==> src/mfsp_pkg.sv <==
`default_nettype none
package mfsp_pkg;

    localparam int unsigned PROGRAM_COUNT_DEF = 16;
    localparam int unsigned MAX_TEMPOS_DEF    = 1024;

    localparam logic [31:0] HDR_SIG   = 32'h4D546864;
    localparam logic [31:0] TRK_SIG   = 32'h4D54726B;
    localparam logic [20:0] MAX_EVENTS_RST = 21'd65536;
    localparam logic [19:0] COUNT_SAT = 20'hFFFFF;

    typedef enum logic [3:0] {
        EV_HEADER  = 4'd0,
        EV_VEL     = 4'd1,
        EV_PITCH   = 4'd2,
        EV_VOLUME  = 4'd3,
        EV_PAN     = 4'd4,
        EV_PROGRAM = 4'd5,
        EV_WHEEL   = 4'd6,
        EV_TEMPO   = 4'd7,
        EV_END     = 4'd8,
        EV_ERROR   = 4'd9
    } ev_kind_t;

    localparam logic [23:0] ERR_SIG    = 24'd1;
    localparam logic [23:0] ERR_FORMAT = 24'd2;
    localparam logic [23:0] ERR_DIV    = 24'd3;
    localparam logic [23:0] ERR_BIG    = 24'd4;

    typedef struct packed {
        ev_kind_t    kind;
        logic [3:0]  chan;
        logic [23:0] value;
        logic [31:0] ticks;
        logic [15:0] track;
    } ev_t;

endpackage
`default_nettype wire

==> src/mfsp_core.sv <==
`default_nettype none
module mfsp_core #(
    parameter int unsigned PROGRAM_COUNT = mfsp_pkg::PROGRAM_COUNT_DEF,
    parameter int unsigned MAX_TEMPOS    = mfsp_pkg::MAX_TEMPOS_DEF
) (
    input  wire logic         clk,
    input  wire logic         rst_n,
    input  wire logic         step,
    input  wire logic [7:0]   file_byte,
    input  wire logic [20:0]  max_events,
    output mfsp_pkg::ev_t     ev0,
    output mfsp_pkg::ev_t     ev1,
    output logic [1:0]        ev_n
);
    import mfsp_pkg::*;

    localparam int TW = $clog2(MAX_TEMPOS + 1);
    localparam logic [TW-1:0] TEMPO_LIM = TW'(MAX_TEMPOS);

    typedef enum logic [4:0] {
        PH_HSIG, PH_HLEN, PH_FMT, PH_NTRK, PH_DIV, PH_TSIG, PH_TLEN, PH_DELTA,
        PH_STATUS, PH_METATYPE, PH_EOTLEN, PH_TEMPO, PH_SKIPLEN, PH_SKIP,
        PH_DATA1, PH_DATA2, PH_DONE
    } phase_t;

    // program number folded into the program count, as a constant table
    function automatic logic [23:0] prog_mod(input logic [7:0] a);
        logic [23:0] r;
        r = '0;
        for (int i = 0; i < 256; i++)
            if (a == 8'(i)) r = 24'(i % PROGRAM_COUNT);
        return r;
    endfunction

    phase_t      phase_reg, phase_next;
    logic [2:0]  cnt_reg, cnt_next;
    logic [31:0] shift_reg, shift_next;
    logic [15:0] ttot_reg, ttot_next, tdone_reg, tdone_next;
    logic [31:0] ticks_reg, ticks_next, acc_reg, acc_next, skip_reg, skip_next;
    logic [7:0]  rs_reg, rs_next, fd_reg, fd_next, bend_reg, bend_next;
    logic [13:0] rpn_reg, rpn_next;
    logic [19:0] evc_reg, evc_next;
    logic [TW-1:0] tempo_reg, tempo_next;

    // combinational scratch
    logic [31:0] sh;
    logic [2:0]  cnt1;
    logic [19:0] lim;
    logic [20:0] csum;
    logic [19:0] cnew;
    logic [31:0] accn;
    logic [15:0] wv, wmul;
    logic [3:0]  hi;
    ev_kind_t    pk0, pk1;
    logic [23:0] pv0, pv1;
    logic [1:0]  pn;
    logic        close;
    logic [1:0]  closecnt;

    always_comb
    begin
        sh   = {shift_reg[23:0], file_byte};
        cnt1 = cnt_reg + 3'd1;
        lim  = (max_events == 21'd0) ? 20'd0
             : ((max_events - 21'd1) > 21'(COUNT_SAT)) ? COUNT_SAT
             : 20'(max_events - 21'd1);
        accn = {acc_reg[24:0], 7'd0} + {25'd0, file_byte[6:0]};
        hi   = rs_reg[7:4];
        wv   = 16'({8'd0, fd_reg} | ({8'd0, file_byte} << 7)) >> 1;
        wmul = 16'((wv - 16'h1000) * bend_reg + 16'h2000);

        phase_next = phase_reg; cnt_next = cnt_reg; shift_next = shift_reg;
        ttot_next = ttot_reg; tdone_next = tdone_reg; ticks_next = ticks_reg;
        acc_next = acc_reg; skip_next = skip_reg; rs_next = rs_reg;
        fd_next = fd_reg; bend_next = bend_reg; rpn_next = rpn_reg;
        evc_next = evc_reg; tempo_next = tempo_reg;
        pk0 = EV_HEADER; pk1 = EV_HEADER; pv0 = '0; pv1 = '0; pn = 2'd0;
        close = 1'b0; closecnt = 2'd0;
        ev0 = '0; ev1 = '0; ev_n = 2'd0;
        csum = '0; cnew = '0;

        case (phase_reg)
            PH_HSIG, PH_TSIG:
            begin
                shift_next = sh; cnt_next = cnt1;
                if (cnt1 == 3'd4)
                begin
                    cnt_next = '0; shift_next = '0;
                    if (sh != ((phase_reg == PH_HSIG) ? HDR_SIG : TRK_SIG))
                    begin
                        ev0.kind = EV_ERROR; ev0.value = ERR_SIG; ev_n = 2'd1;
                        phase_next = PH_DONE;
                    end
                    else
                        phase_next = (phase_reg == PH_HSIG) ? PH_HLEN : PH_TLEN;
                end
            end
            PH_HLEN, PH_TLEN:
            begin
                shift_next = sh; cnt_next = cnt1;
                if (cnt1 == 3'd4)
                begin
                    cnt_next = '0; shift_next = '0;
                    if (phase_reg == PH_HLEN)
                        phase_next = PH_FMT;
                    else
                    begin
                        ticks_next = '0; acc_next = '0; phase_next = PH_DELTA;
                    end
                end
            end
            PH_FMT, PH_NTRK, PH_DIV:
            begin
                shift_next = sh; cnt_next = cnt1;
                if (cnt1 == 3'd2)
                begin
                    cnt_next = '0; shift_next = '0;
                    if (phase_reg == PH_FMT)
                    begin
                        if (sh[15:0] > 16'd1)
                        begin
                            ev0.kind = EV_ERROR; ev0.value = ERR_FORMAT; ev_n = 2'd1;
                            phase_next = PH_DONE;
                        end
                        else
                            phase_next = PH_NTRK;
                    end
                    else if (phase_reg == PH_NTRK)
                    begin
                        ttot_next = sh[15:0]; phase_next = PH_DIV;
                    end
                    else if (sh[15])
                    begin
                        ev0.kind = EV_ERROR; ev0.value = ERR_DIV; ev_n = 2'd1;
                        phase_next = PH_DONE;
                    end
                    else
                    begin
                        ev0.kind = EV_HEADER; ev0.value = {9'd0, sh[14:0]}; ev_n = 2'd1;
                        if (ttot_reg == 16'd0)
                        begin
                            ev1.kind = EV_END; ev1.value = {4'd0, evc_reg}; ev_n = 2'd2;
                            phase_next = PH_DONE;
                        end
                        else
                            phase_next = PH_TSIG;
                    end
                end
            end
            PH_DELTA:
            begin
                acc_next = accn;
                if (!file_byte[7])
                begin
                    ticks_next = ticks_reg + accn; acc_next = '0; phase_next = PH_STATUS;
                end
            end
            PH_STATUS, PH_DATA1:
            begin
                if (phase_reg == PH_STATUS && file_byte == 8'hFF)
                    phase_next = PH_METATYPE;
                else if (phase_reg == PH_STATUS && file_byte >= 8'hF0)
                begin
                    acc_next = '0; phase_next = PH_SKIPLEN;
                end
                else if (phase_reg == PH_STATUS && file_byte[7])
                begin
                    rs_next = file_byte; phase_next = PH_DATA1;
                end
                else
                begin
                    fd_next = file_byte;
                    if (hi == 4'h8 || hi == 4'h9 || hi == 4'hA || hi == 4'hB || hi == 4'hE)
                        phase_next = PH_DATA2;
                    else if (hi == 4'hC)
                    begin
                        pk0 = EV_PROGRAM;
                        pv0 = prog_mod(file_byte);
                        pn = 2'd1; close = 1'b1; closecnt = 2'd1;
                    end
                    else
                        close = 1'b1;
                end
            end
            PH_DATA2:
            begin
                case (hi)
                    4'h8:
                        if (rs_reg[3:0] != 4'd9)
                        begin
                            pk0 = EV_VEL; pn = 2'd1;
                        end
                    4'h9:
                        if (rs_reg[3:0] != 4'd9)
                        begin
                            pk0 = EV_VEL; pv0 = {16'd0, file_byte}; pn = 2'd1;
                            if (file_byte != 8'd0)
                            begin
                                pk1 = EV_PITCH; pv1 = {16'd0, fd_reg}; pn = 2'd2;
                            end
                        end
                    4'hB:
                        if (fd_reg == 8'h06)
                        begin
                            if (rpn_reg == '0) bend_next = file_byte;
                        end
                        else if (fd_reg == 8'h07)
                        begin
                            pk0 = EV_VOLUME; pv0 = {16'd0, file_byte}; pn = 2'd1;
                        end
                        else if (fd_reg == 8'h0A)
                        begin
                            pk0 = EV_PAN; pv0 = {16'd0, file_byte}; pn = 2'd1;
                        end
                        else if (fd_reg == 8'h64)
                            rpn_next = {rpn_reg[13:7], file_byte[6:0]};
                        else if (fd_reg == 8'h65)
                            rpn_next = {file_byte[6:0], rpn_reg[6:0]};
                    4'hE:
                    begin
                        pk0 = EV_WHEEL; pv0 = {8'd0, wmul}; pn = 2'd1;
                    end
                    default: ;
                endcase
                close = 1'b1; closecnt = pn;
            end
            PH_METATYPE:
            begin
                if (file_byte == 8'h2F)
                    phase_next = PH_EOTLEN;
                else if (file_byte == 8'h51)
                begin
                    cnt_next = '0; shift_next = '0; phase_next = PH_TEMPO;
                end
                else
                begin
                    acc_next = '0; phase_next = PH_SKIPLEN;
                end
            end
            PH_EOTLEN:
            begin
                tdone_next = tdone_reg + 16'd1;
                if (tdone_next == ttot_reg)
                begin
                    ev0.kind = EV_END; ev0.value = {4'd0, evc_reg};
                    ev0.track = tdone_next; ev_n = 2'd1;
                    phase_next = PH_DONE;
                end
                else
                    phase_next = PH_TSIG;
            end
            PH_TEMPO:
            begin
                shift_next = sh; cnt_next = cnt1;
                if (cnt1 == 3'd4)
                begin
                    cnt_next = '0; shift_next = '0;
                    if (tempo_reg >= TEMPO_LIM)
                    begin
                        ev0.kind = EV_ERROR; ev0.value = ERR_BIG; ev_n = 2'd1;
                        phase_next = PH_DONE;
                    end
                    else
                    begin
                        tempo_next = tempo_reg + TW'(1);
                        pk0 = EV_TEMPO; pv0 = sh[23:0]; pn = 2'd1; close = 1'b1;
                    end
                end
            end
            PH_SKIPLEN:
            begin
                acc_next = accn;
                if (!file_byte[7])
                begin
                    skip_next = accn; acc_next = '0;
                    if (accn == '0) close = 1'b1;
                    else phase_next = PH_SKIP;
                end
            end
            PH_SKIP:
            begin
                if (skip_reg != '0) skip_next = skip_reg - 32'd1;
                if (skip_reg <= 32'd1) close = 1'b1;
            end
            default: ;
        endcase

        if (close)
        begin
            csum = {1'b0, evc_reg} + 21'(closecnt);
            cnew = csum[20] ? COUNT_SAT : csum[19:0];
            evc_next = cnew;
            phase_next = PH_DELTA;
            acc_next = '0;
            if (cnew >= lim)
            begin
                ev0 = '0; ev0.kind = EV_ERROR; ev0.value = ERR_BIG; ev_n = 2'd1;
                phase_next = PH_DONE;
            end
            else
            begin
                ev0.kind = pk0; ev0.value = pv0;
                ev0.chan = (pk0 == EV_TEMPO) ? 4'd0 : rs_reg[3:0];
                ev1.kind = pk1; ev1.value = pv1; ev1.chan = rs_reg[3:0];
                ev_n = pn;
            end
        end
        if (phase_reg != PH_EOTLEN) ev0.track = tdone_reg;
        ev1.track = tdone_reg;
        ev0.ticks = ticks_reg;
        ev1.ticks = ticks_reg;
    end

    always_ff @(posedge clk or negedge rst_n)
    begin
        if (!rst_n)
        begin
            phase_reg <= PH_HSIG; cnt_reg <= '0; shift_reg <= '0;
            ttot_reg <= '0; tdone_reg <= '0; ticks_reg <= '0; acc_reg <= '0;
            skip_reg <= '0; rs_reg <= '0; fd_reg <= '0; rpn_reg <= '0;
            bend_reg <= 8'd2; evc_reg <= '0; tempo_reg <= '0;
        end
        else if (step)
        begin
            phase_reg <= phase_next; cnt_reg <= cnt_next; shift_reg <= shift_next;
            ttot_reg <= ttot_next; tdone_reg <= tdone_next; ticks_reg <= ticks_next;
            acc_reg <= acc_next; skip_reg <= skip_next; rs_reg <= rs_next;
            fd_reg <= fd_next; rpn_reg <= rpn_next; bend_reg <= bend_next;
            evc_reg <= evc_next; tempo_reg <= tempo_next;
        end
    end

endmodule
`default_nettype wire

==> src/midi_file_stream_parser.sv <==
`default_nettype none
// channel  | dir | handshake                   | payload
// in       | in  | in_valid / in_ready         | file_byte
// out      | out | out_valid / out_ready       | event_kind channel event_value
//          |     |                             | tick_offset track_index last
// cfg      | in  | cfg_we                      | cfg_data (max_events)
//
// one file byte per cycle while the buffer drains; the parse state advances
// in the same edge the byte is taken, and its up to two events land in a
// two-slot result buffer; a byte is taken whenever the buffer will be empty
// after this cycle, so a byte with two events holds input off until both go
// rst_n resets all parse state asynchronously; max_events returns to 65536
module midi_file_stream_parser #(
    parameter int unsigned PROGRAM_COUNT = mfsp_pkg::PROGRAM_COUNT_DEF,
    parameter int unsigned MAX_TEMPOS    = mfsp_pkg::MAX_TEMPOS_DEF
) (
    input  wire logic        clk,
    input  wire logic        rst_n,
    input  wire logic        in_valid,
    output logic             in_ready,
    input  wire logic [7:0]  file_byte,
    output logic             out_valid,
    input  wire logic        out_ready,
    output logic [3:0]       event_kind,
    output logic [3:0]       channel,
    output logic [23:0]      event_value,
    output logic [31:0]      tick_offset,
    output logic [15:0]      track_index,
    output logic             last,
    input  wire logic        cfg_we,
    input  wire logic [20:0] cfg_data
);
    import mfsp_pkg::*;

    logic [20:0] max_reg;
    ev_t         ev0, ev1;
    logic [1:0]  ev_n;
    logic        step;

    // two-slot buffer: slot0 is the head shown on the port
    ev_t         slot0_reg, slot1_reg;
    logic        last0_reg, last1_reg;
    logic [1:0]  fill_reg;
    logic        pop;
    logic [1:0]  left;

    assign pop      = out_valid && out_ready;
    assign left     = fill_reg - {1'b0, pop};
    // accept only when leftovers are gone, so slot ordering stays trivial
    assign in_ready = (left == 2'd0);
    assign step     = in_valid && in_ready;

    mfsp_core #(
        .PROGRAM_COUNT (PROGRAM_COUNT),
        .MAX_TEMPOS    (MAX_TEMPOS)
    ) u_core (
        .clk        (clk),
        .rst_n      (rst_n),
        .step       (step),
        .file_byte  (file_byte),
        .max_events (max_reg),
        .ev0        (ev0),
        .ev1        (ev1),
        .ev_n       (ev_n)
    );

    always_ff @(posedge clk or negedge rst_n)
    begin
        if (!rst_n)
            max_reg <= MAX_EVENTS_RST;
        else if (cfg_we)
            max_reg <= cfg_data;
    end

    always_ff @(posedge clk or negedge rst_n)
    begin
        if (!rst_n)
            fill_reg <= '0;
        else if (step)
            fill_reg <= ev_n;
        else
            fill_reg <= left;
    end

    always_ff @(posedge clk)
    begin
        if (step)
        begin
            slot0_reg <= ev0;
            slot1_reg <= ev1;
            last0_reg <= (ev_n == 2'd1);
            last1_reg <= 1'b1;
        end
        else if (pop)
        begin
            // shift the second event forward
            slot0_reg <= slot1_reg;
            last0_reg <= last1_reg;
        end
    end

    assign out_valid   = (fill_reg != 2'd0);
    assign event_kind  = slot0_reg.kind;
    assign channel     = slot0_reg.chan;
    assign event_value = slot0_reg.value;
    assign tick_offset = slot0_reg.ticks;
    assign track_index = slot0_reg.track;
    assign last        = last0_reg;

endmodule
`default_nettype wire
==> config.mk <==
export PLATFORM = sky130hd
export DESIGN_NAME = midi_file_stream_parser
export DESIGN_NICKNAME = d
export VERILOG_FILES = /design/src/mfsp_pkg.sv /design/src/mfsp_core.sv /design/src/midi_file_stream_parser.sv
export SDC_FILE = /design/constraint.sdc
export NUM_CORES = 1
export LEC_CHECK = 0
export ABC_AREA = 1
export BUFFER_PORTS_ARGS = -buffer_cell sky130_fd_sc_hd__buf_4
export CAP_MARGIN = 20
export CORE_ASPECT_RATIO = 0.7
export CORE_UTILIZATION = 40
export CTS_BUF_LIST = sky130_fd_sc_hd__clkbuf_4 sky130_fd_sc_hd__clkbuf_8
export DETAILED_ROUTE_END_ITERATION = 6
export GPL_ROUTABILITY_DRIVEN = 0
export PLACE_DENSITY = 0.56
export SLEW_MARGIN = 20
export SYNTH_ARGS = -nofsm -noshare
export SYNTH_HDL_FRONTEND = slang
export SYNTH_SLANG_ARGS = --single-unit
==> constraint.sdc <==
create_clock -name clk -period 7.6 [get_ports clk]
set_input_delay 0.38 -clock clk [delete_from_list [all_inputs] [get_ports clk]]
set_output_delay 0.38 -clock clk [all_outputs]
set_load 0.01 [all_outputs]
* Word-level counts from Yosys, hierarchy flattened *
Cells that the tools add are included.
W data, S select, Z words.

cells by class
  muxes and demuxes = 432
  divide/modulo/power cells = 0
  add/sub/neg operators = 11
  shift-type cells = 0
  multiply operators = 1
  $lt $le $gt $ge = 6
  reduce and logical (&&, ||, !) cells = 46
  equal/unequal tests = 310
  bitwise gates (word level) = 11

operator list
  cell                  count
  $mux W4               275
  $eq A8 B8 Y1 const B  128
  $mux W24              25
  $eq A8 B7 Y1 const B  66
  $eq A8 B6 Y1 const B  32
  $mux W32              8
  $mux W80              3
  $pmux W24 S3          3
  $mux W25              6
  $eq A8 B5 Y1 const B  16
  $pmux W32 S2          2
  $mux W20              6
  $mux W5               22
  $pmux W25 S4          1
  $pmux W24 S4          1
  $eq A8 B4 Y1 const B  9
  $mux W16              4
  $eq A8 B3 Y1 const B  6
  $mux W2               23
  $mux W3               15
  $pmux W5 S9           1
  $eq A5 B4 Y1 const B  8
  $add A32 B32 Y32      1
  $add A32 B7 Y32       1
  72 further kinds      155

word-level totals
  bits of input ports = 34
  output and inout port bits = 83
  memories kept = 0
  register bits after elaboration = 406
  latch bits = 0
  ROM bits = 0
  word-level logic and storage cells = 845
  RAM bits = 0

* Longest topological paths before layout *
  depth after elaboration = 266
  mapped depth = 65
  depth with buffers taken out = 64

* Cells and area by module *
Synthesis repeated with hierarchy kept, for this count alone.

unflattened totals
  cells, all modules = 3,473
  area, all modules = 26,864.5 sq um

modules (own cells, without submodules)
  module                   seq. area each (sq um)  area an instance (sq um)  times used  cells each
  mfsp_core                5,556.6                 19,917.9                  1           2,935
  midi_file_stream_parser  5,411.4                 6,946.7                   1           538

* Least setup slack after synthesis *
OpenSTA, ideal clock, no wires.

  path kind = input -> register
  start point = in file_byte[7]
  end point = reg slot0_reg, in the netlist event_value[0] (data pin)
  setup time = 256 ps
  required time = 7,344 ps
  stages on the path = 65
  setup slack = 1,721 ps
  arrival time = 5,623 ps
  path buffers = 1
  cell sequence = clkbuf_1 -> clkinv_1 -> ha_1 -> inv_1 -> nor2_1 -> inv_1 -> nor2_1 -> nor2_1 -> nand4_1 -> nor2_1 -> nand4_1 -> nor3_2 -> nand4_1 -> nand2_1 -> nand4_1 -> nor2_1 -> nand4_1 -> nor2_1 -> [... 29 more ...] -> nor2_1 -> nand4_1 -> nand2_1 -> nand4_1 -> nor2_1 -> nand4_1 -> nand2_1 -> nand3_1 -> nor2_1 -> nand4_1 -> nand2_1 -> nand4_1 -> nor3_2 -> nand4_1 -> nand2_1 -> nand2_1 -> nand2_1 -> a21oi_1

between the ends
  word-level cells in the longest chain between the ends = 265
  elaborated cells between the ends (all ways) = 543
  classes of those cells = add/sub (1); order compare (2); eq/ne (256); mux (280); reduce/logical (4)

ends and longest elaborated chain
  element                 line                           source
  start: declaration      midi_file_stream_parser.sv:21  input wire logic [7:0] file_byte,
  $eq A8 B1 Y1            mfsp_core.sv:31                if (a == 8'(i)) r = 24'(i % PROGRAM_COUNT);
  $mux W1                 mfsp_core.sv:31
  $mux W2 (2 in a row)    mfsp_core.sv:31
  $mux W3 (4 in a row)    mfsp_core.sv:31
  $mux W4 (248 in a row)  mfsp_core.sv:31
  $mux W24                mfsp_core.sv:175               else if (hi == 4'hC)
  $mux W24                mfsp_core.sv:173               if (hi == 4'h8 || hi == 4'h9 || hi == 4'hA || hi == 4'hB || hi == 4'hE)
  $mux W24                mfsp_core.sv:166               else if (phase_reg == PH_STATUS && file_byte[7])
  $mux W24                mfsp_core.sv:162               else if (phase_reg == PH_STATUS && file_byte >= 8'hF0)
  $mux W24                mfsp_core.sv:160               if (phase_reg == PH_STATUS && file_byte == 8'hFF)
  $pmux W24 S3            mfsp_core.sv:82                case (phase_reg)
  $mux W32                mfsp_core.sv:295               if (cnew >= lim)
  $mux W80 *              mfsp_core.sv:288               if (close)
  $mux W80 *              midi_file_stream_parser.sv:87  if (step)
  end signal: assignment  midi_file_stream_parser.sv:89  slot0_reg <= ev0;
  end signal: assignment  midi_file_stream_parser.sv:97  slot0_reg <= slot1_reg;
  end: declaration        midi_file_stream_parser.sv:41  ev_t slot0_reg, slot1_reg;

Mark *: on every way between the ends. The rest lies on a longest branch, timed or not.
A chain may end at the register's enable or synchronous reset.

* Final worst setup path *
  start point = reg u_core.phase_reg[1]
  end point = reg last0_reg, in the netlist last (data pin)

between the ends
  word-level cells in the longest chain between the ends = 13
  elaborated cells between the ends (all ways) = 42
  classes of those cells = add/sub (1); order compare (1); eq/ne (13); mux (20); reduce/logical (7)

ends and longest elaborated chain
  element                   line                           source
  start: declaration        mfsp_core.sv:35                phase_t phase_reg, phase_next;
  start signal: assignment  mfsp_core.sv:325               phase_reg <= phase_next; cnt_reg <= cnt_next; shift_reg <= shift_next;
  $eq A5 B4 Y1              --
  $logic_and A1 B1 Y1       mfsp_core.sv:166
  $mux W2                   mfsp_core.sv:166
  $mux W2                   mfsp_core.sv:162
  $mux W2                   mfsp_core.sv:160
  $pmux W2 S2               mfsp_core.sv:82
  $add A20 B2 Y21           mfsp_core.sv:290               csum = {1'b0, evc_reg} + 21'(closecnt);
  $mux W20                  mfsp_core.sv:291               cnew = csum[20] ? COUNT_SAT : csum[19:0];
  $ge A20 B20 Y1            mfsp_core.sv:295
  $mux W2                   mfsp_core.sv:295
  $mux W2 *                 mfsp_core.sv:288
  $eq A2 B1 Y1 *            midi_file_stream_parser.sv:91  last0_reg <= (ev_n == 2'd1);
  $mux W1 *                 midi_file_stream_parser.sv:87
  end signal: assignment    midi_file_stream_parser.sv:91
  end signal: assignment    midi_file_stream_parser.sv:98  last0_reg <= last1_reg;
  end: declaration          midi_file_stream_parser.sv:42  logic last0_reg, last1_reg;

Marked as above.

==> out/results.ini <==
[timing]
fin_tns_setup_ns=0
worst_hold_slack_ns=0.0676
max_freq_mhz=146
setup_viol=0
rsz0062_at_grt=no
final-max-slew-violation-count=0
hold_viol=0
period_needed_ns=6.83
fin_skew_ns=0.0680
final.period_utilization=0.899
relSlewSlack=0.259
worstMarginPinSlew_ns=1.11

[setup_path]
slowest_stage=o221ai_1
crit_path_end_kind=flop
crit_required_ns=7.99
crit_path_max_incr_delay_ns=0.51
crit_path_max_fanout=13
path_class=flop to flop
cp_common_cell=nand3_1
cp-start-kind=flop
crit_arrival_ns=7.22

[detailed_routing]
ant_nets=0
routed_via_density=5.59
first_iter_violations=2685
wl_mm=85.8
drc_errors=0
drtPass1Iterations=6
drt-wirelength-per-cell_um=20.3
vias=23659

[clock_tree]
h-tree-depth=3
max-clock-path-buffers=3
clock_sinks=400
cts_tree=done
clk_pin_slew_ns=0.07
cts_buffers=69
clockRootBuffer=clkbuf_8
clkLatencyLatePin_ns=0.72
postCtsSetupRepairBufs=0

[power]
p_int_uw=4350
switching_share=0.311
clkPwrFrac=0.348
irDropWorstVdd_mv=0.153
power_frac_comb=0.207
p_switching_uw=1960
p_leak_uw=0.0136
p_seq_frac=0.445
p_per_area_nw_per_um2=216

[placed_design]
io_buffers=116
dp_hpwl_mm=62.4
post_dp_cell_area_um2=27500

[logic_synthesis]
yosysSeqAreaShare=0.419
ys_top_cells_by_area=dfrtp_1 (24%), edfxtp_1 (18%), nand2_1 (9.3%)
synth-edff-count=155
ys_async_sr_fraction=0.613
netlist_area_um2=25700
synth_area_leader_cell=dfrtp_1
synth_common_cells=nand2_1 (635), inv_1 (512), o21ai_0 (332)
synth-seq-cells=400
synth_area_per_cell_um2=7.98
yosys_warnings=0
synthesis.nets=3423
synth_cells=3223
synth.most_common_cell=nand2_1
synth_cell_types=54
synth_ff_type=dfrtp_1
synth_top_area_frac=0.236

[global_route]
track_usage=0.259
overflow=0
grt_max_degree=124
antenna_found_initial=3
grt_pass1_wl_mm=131
first_global_vias=21988

[floorplanning]
core_area_um2=63400
initial_utilization=0.406
die_w_um=305
fp-row-count=77
die-area_um2=65300
io_pins=117
die_h_um=214

[layout]
fin_area_um2=29300
largest_reg_flops=74
layout.nets=3549
multi_input_area_um2=12500
drive_gt1_frac=0.0929
syn_to_final_growth_pct=13.8
register_area_um2=10800
nFillCells=6288

[min_path]
hp-class=input port to flop

[flow_run]
max_cap_viol_count=0

[outcome]
status=finished clean

[power groups by stage]
stage	clock [uW]	sequential [uW]	combinational, uW
after global routing	2330	2830	1420
after floorplan	0	2890	585
after global placement	0	2850	1280
final	2190	2810	1310
after CTS	2240	2810	1310
after detailed placement	0	2850	1300
[what timing repair did]
item                                   CTS  global route
setup endpoints to repair                0            12
resized for setup                        0             2
endpoints found under the hold margin   87             0
hold buffers                            22             0
[cell families (layout without fill, tap and decap cells)]
family / count (synthesis) / count (layout) / share of synthesized area
muxes: 5 / 5 / 0.00219
and+or+nand+nor: 1264 / 1264 / 0.207
xor gates and xnor gates: 79 / 79 / 0.0269
other: 0 / 1 / 0
buffers and inverters: 647 / 826 / 0.0948
AOI/OAI and AO/OA: 662 / 662 / 0.151
adders and majority gates: 166 / 166 / 0.0988
DFF: 400 / 400 / 0.419
[layout by cell type (no fill, tap or decap), types with 5 or more instances in the layout]
| cell type | netlist | final |
|---|---|---|
| nand2_1 | 635 | 633 |
| inv_1 | 512 | 511 |
| o21ai_0 | 332 | 332 |
| nor2_1 | 330 | 328 |
| dfrtp_1 | 243 | 243 |
| buf_4 | 0 | 157 |
| edfxtp_1 | 155 | 155 |
| a21oi_1 | 110 | 109 |
| ha_1 | 104 | 104 |
| nand3_1 | 90 | 89 |
| clkbuf_8 | 0 | 87 |
| nand4_1 | 79 | 79 |
| o22ai_1 | 70 | 70 |
| nor3_1 | 65 | 64 |
| fa_1 | 62 | 62 |
| xor2_1 | 60 | 60 |
| nor4_1 | 33 | 32 |
| clkbuf_4 | 0 | 22 |
| dlygate4sd3_1 | 0 | 22 |
| xnor2_1 | 19 | 19 |
| o32ai_1 | 19 | 19 |
| o31ai_1 | 16 | 16 |
| o2111ai_1 | 16 | 16 |
| a31oi_1 | 15 | 15 |
| o22a_1 | 12 | 12 |
| o211ai_1 | 11 | 11 |
| or2_2 | 11 | 11 |
| a2bb2oi_1 | 11 | 11 |
| clkinv_1 | 7 | 10 |
| o221ai_1 | 10 | 10 |
| o311ai_0 | 8 | 8 |
| or4_1 | 7 | 7 |
| a22oi_1 | 7 | 7 |
| a32oi_1 | 5 | 5 |
| mux2_2 | 5 | 5 |
[metrics by stage]
stage,instances,utilization,power [uW],setup WS (ns)
after detailed placement,4085,0.434,4150,0.466
after floorplan,3223,-,3480,1.72
after global placement,4085,0.434,4130,0.843
final,4232,0.462,6310,0.769
after CTS,4231,0.461,6360,0.653
after global routing,4232,0.462,6580,0.107
[metal layers]
| layer | wire length (um) | vias up | share of wire | track usage |
|---|---|---|---|---|
| met1 | 41300 | 11203 | 0.48 | 0.409 |
| met2 | 32800 | 1256 | 0.38 | 0.339 |
| met3 | 9680 | 170 | 0.11 | 0.0694 |
| met5 | 12 | - | 0.00014 | 0 |
| li1 | - | 11028 | - | - |
| met4 | 2020 | 2 | 0.024 | 0.0682 |
[cell type report]
type | instances | share of cell area
Multi-Input combinational cell | 2176 | 0.428
Timing Repair Buffer | 181 | 0.0490
Antenna cell | 1 | 0.0000855
Clock inverter | 15 | 0.00526
Inverter | 521 | 0.0669
Clock buffer | 109 | 0.0465
Tap cell | 829 | 0.0354
Sequential cell | 400 | 0.368
[worst paths after layout]
kind / from / to / slack, ns / depth (start not counted)
worst max-delay path: u_core.phase_reg[1] / last / 0.77 / 28
worst min-delay path: file_byte[7] / u_core.acc_reg[2] / 0.07 / 3
worst max register to register: u_core.phase_reg[1] / last / 0.77 / 28
worst min register to register: u_core.rpn_reg[12] / u_core.rpn_reg[12] / 0.48 / 2
max in group asynchronous: rst_n / u_core.rpn_reg[3] / 6.15 / 3
min in group asynchronous: rst_n / u_core.ticks_reg[24] / 0.26 / 2
[worst max-delay path, delay by kind of cell, from the launching register on]
family | cells | cell delay, ns
and+or+nand+nor | 17 | 3.74
AOI/OAI and AO/OA | 4 | 1.03
adders and majority gates | 3 | 0.90
buffers and inverters | 4 | 0.47
DFF | 1 | 0.39
Note: power is estimated with default switching activity, not from simulation.
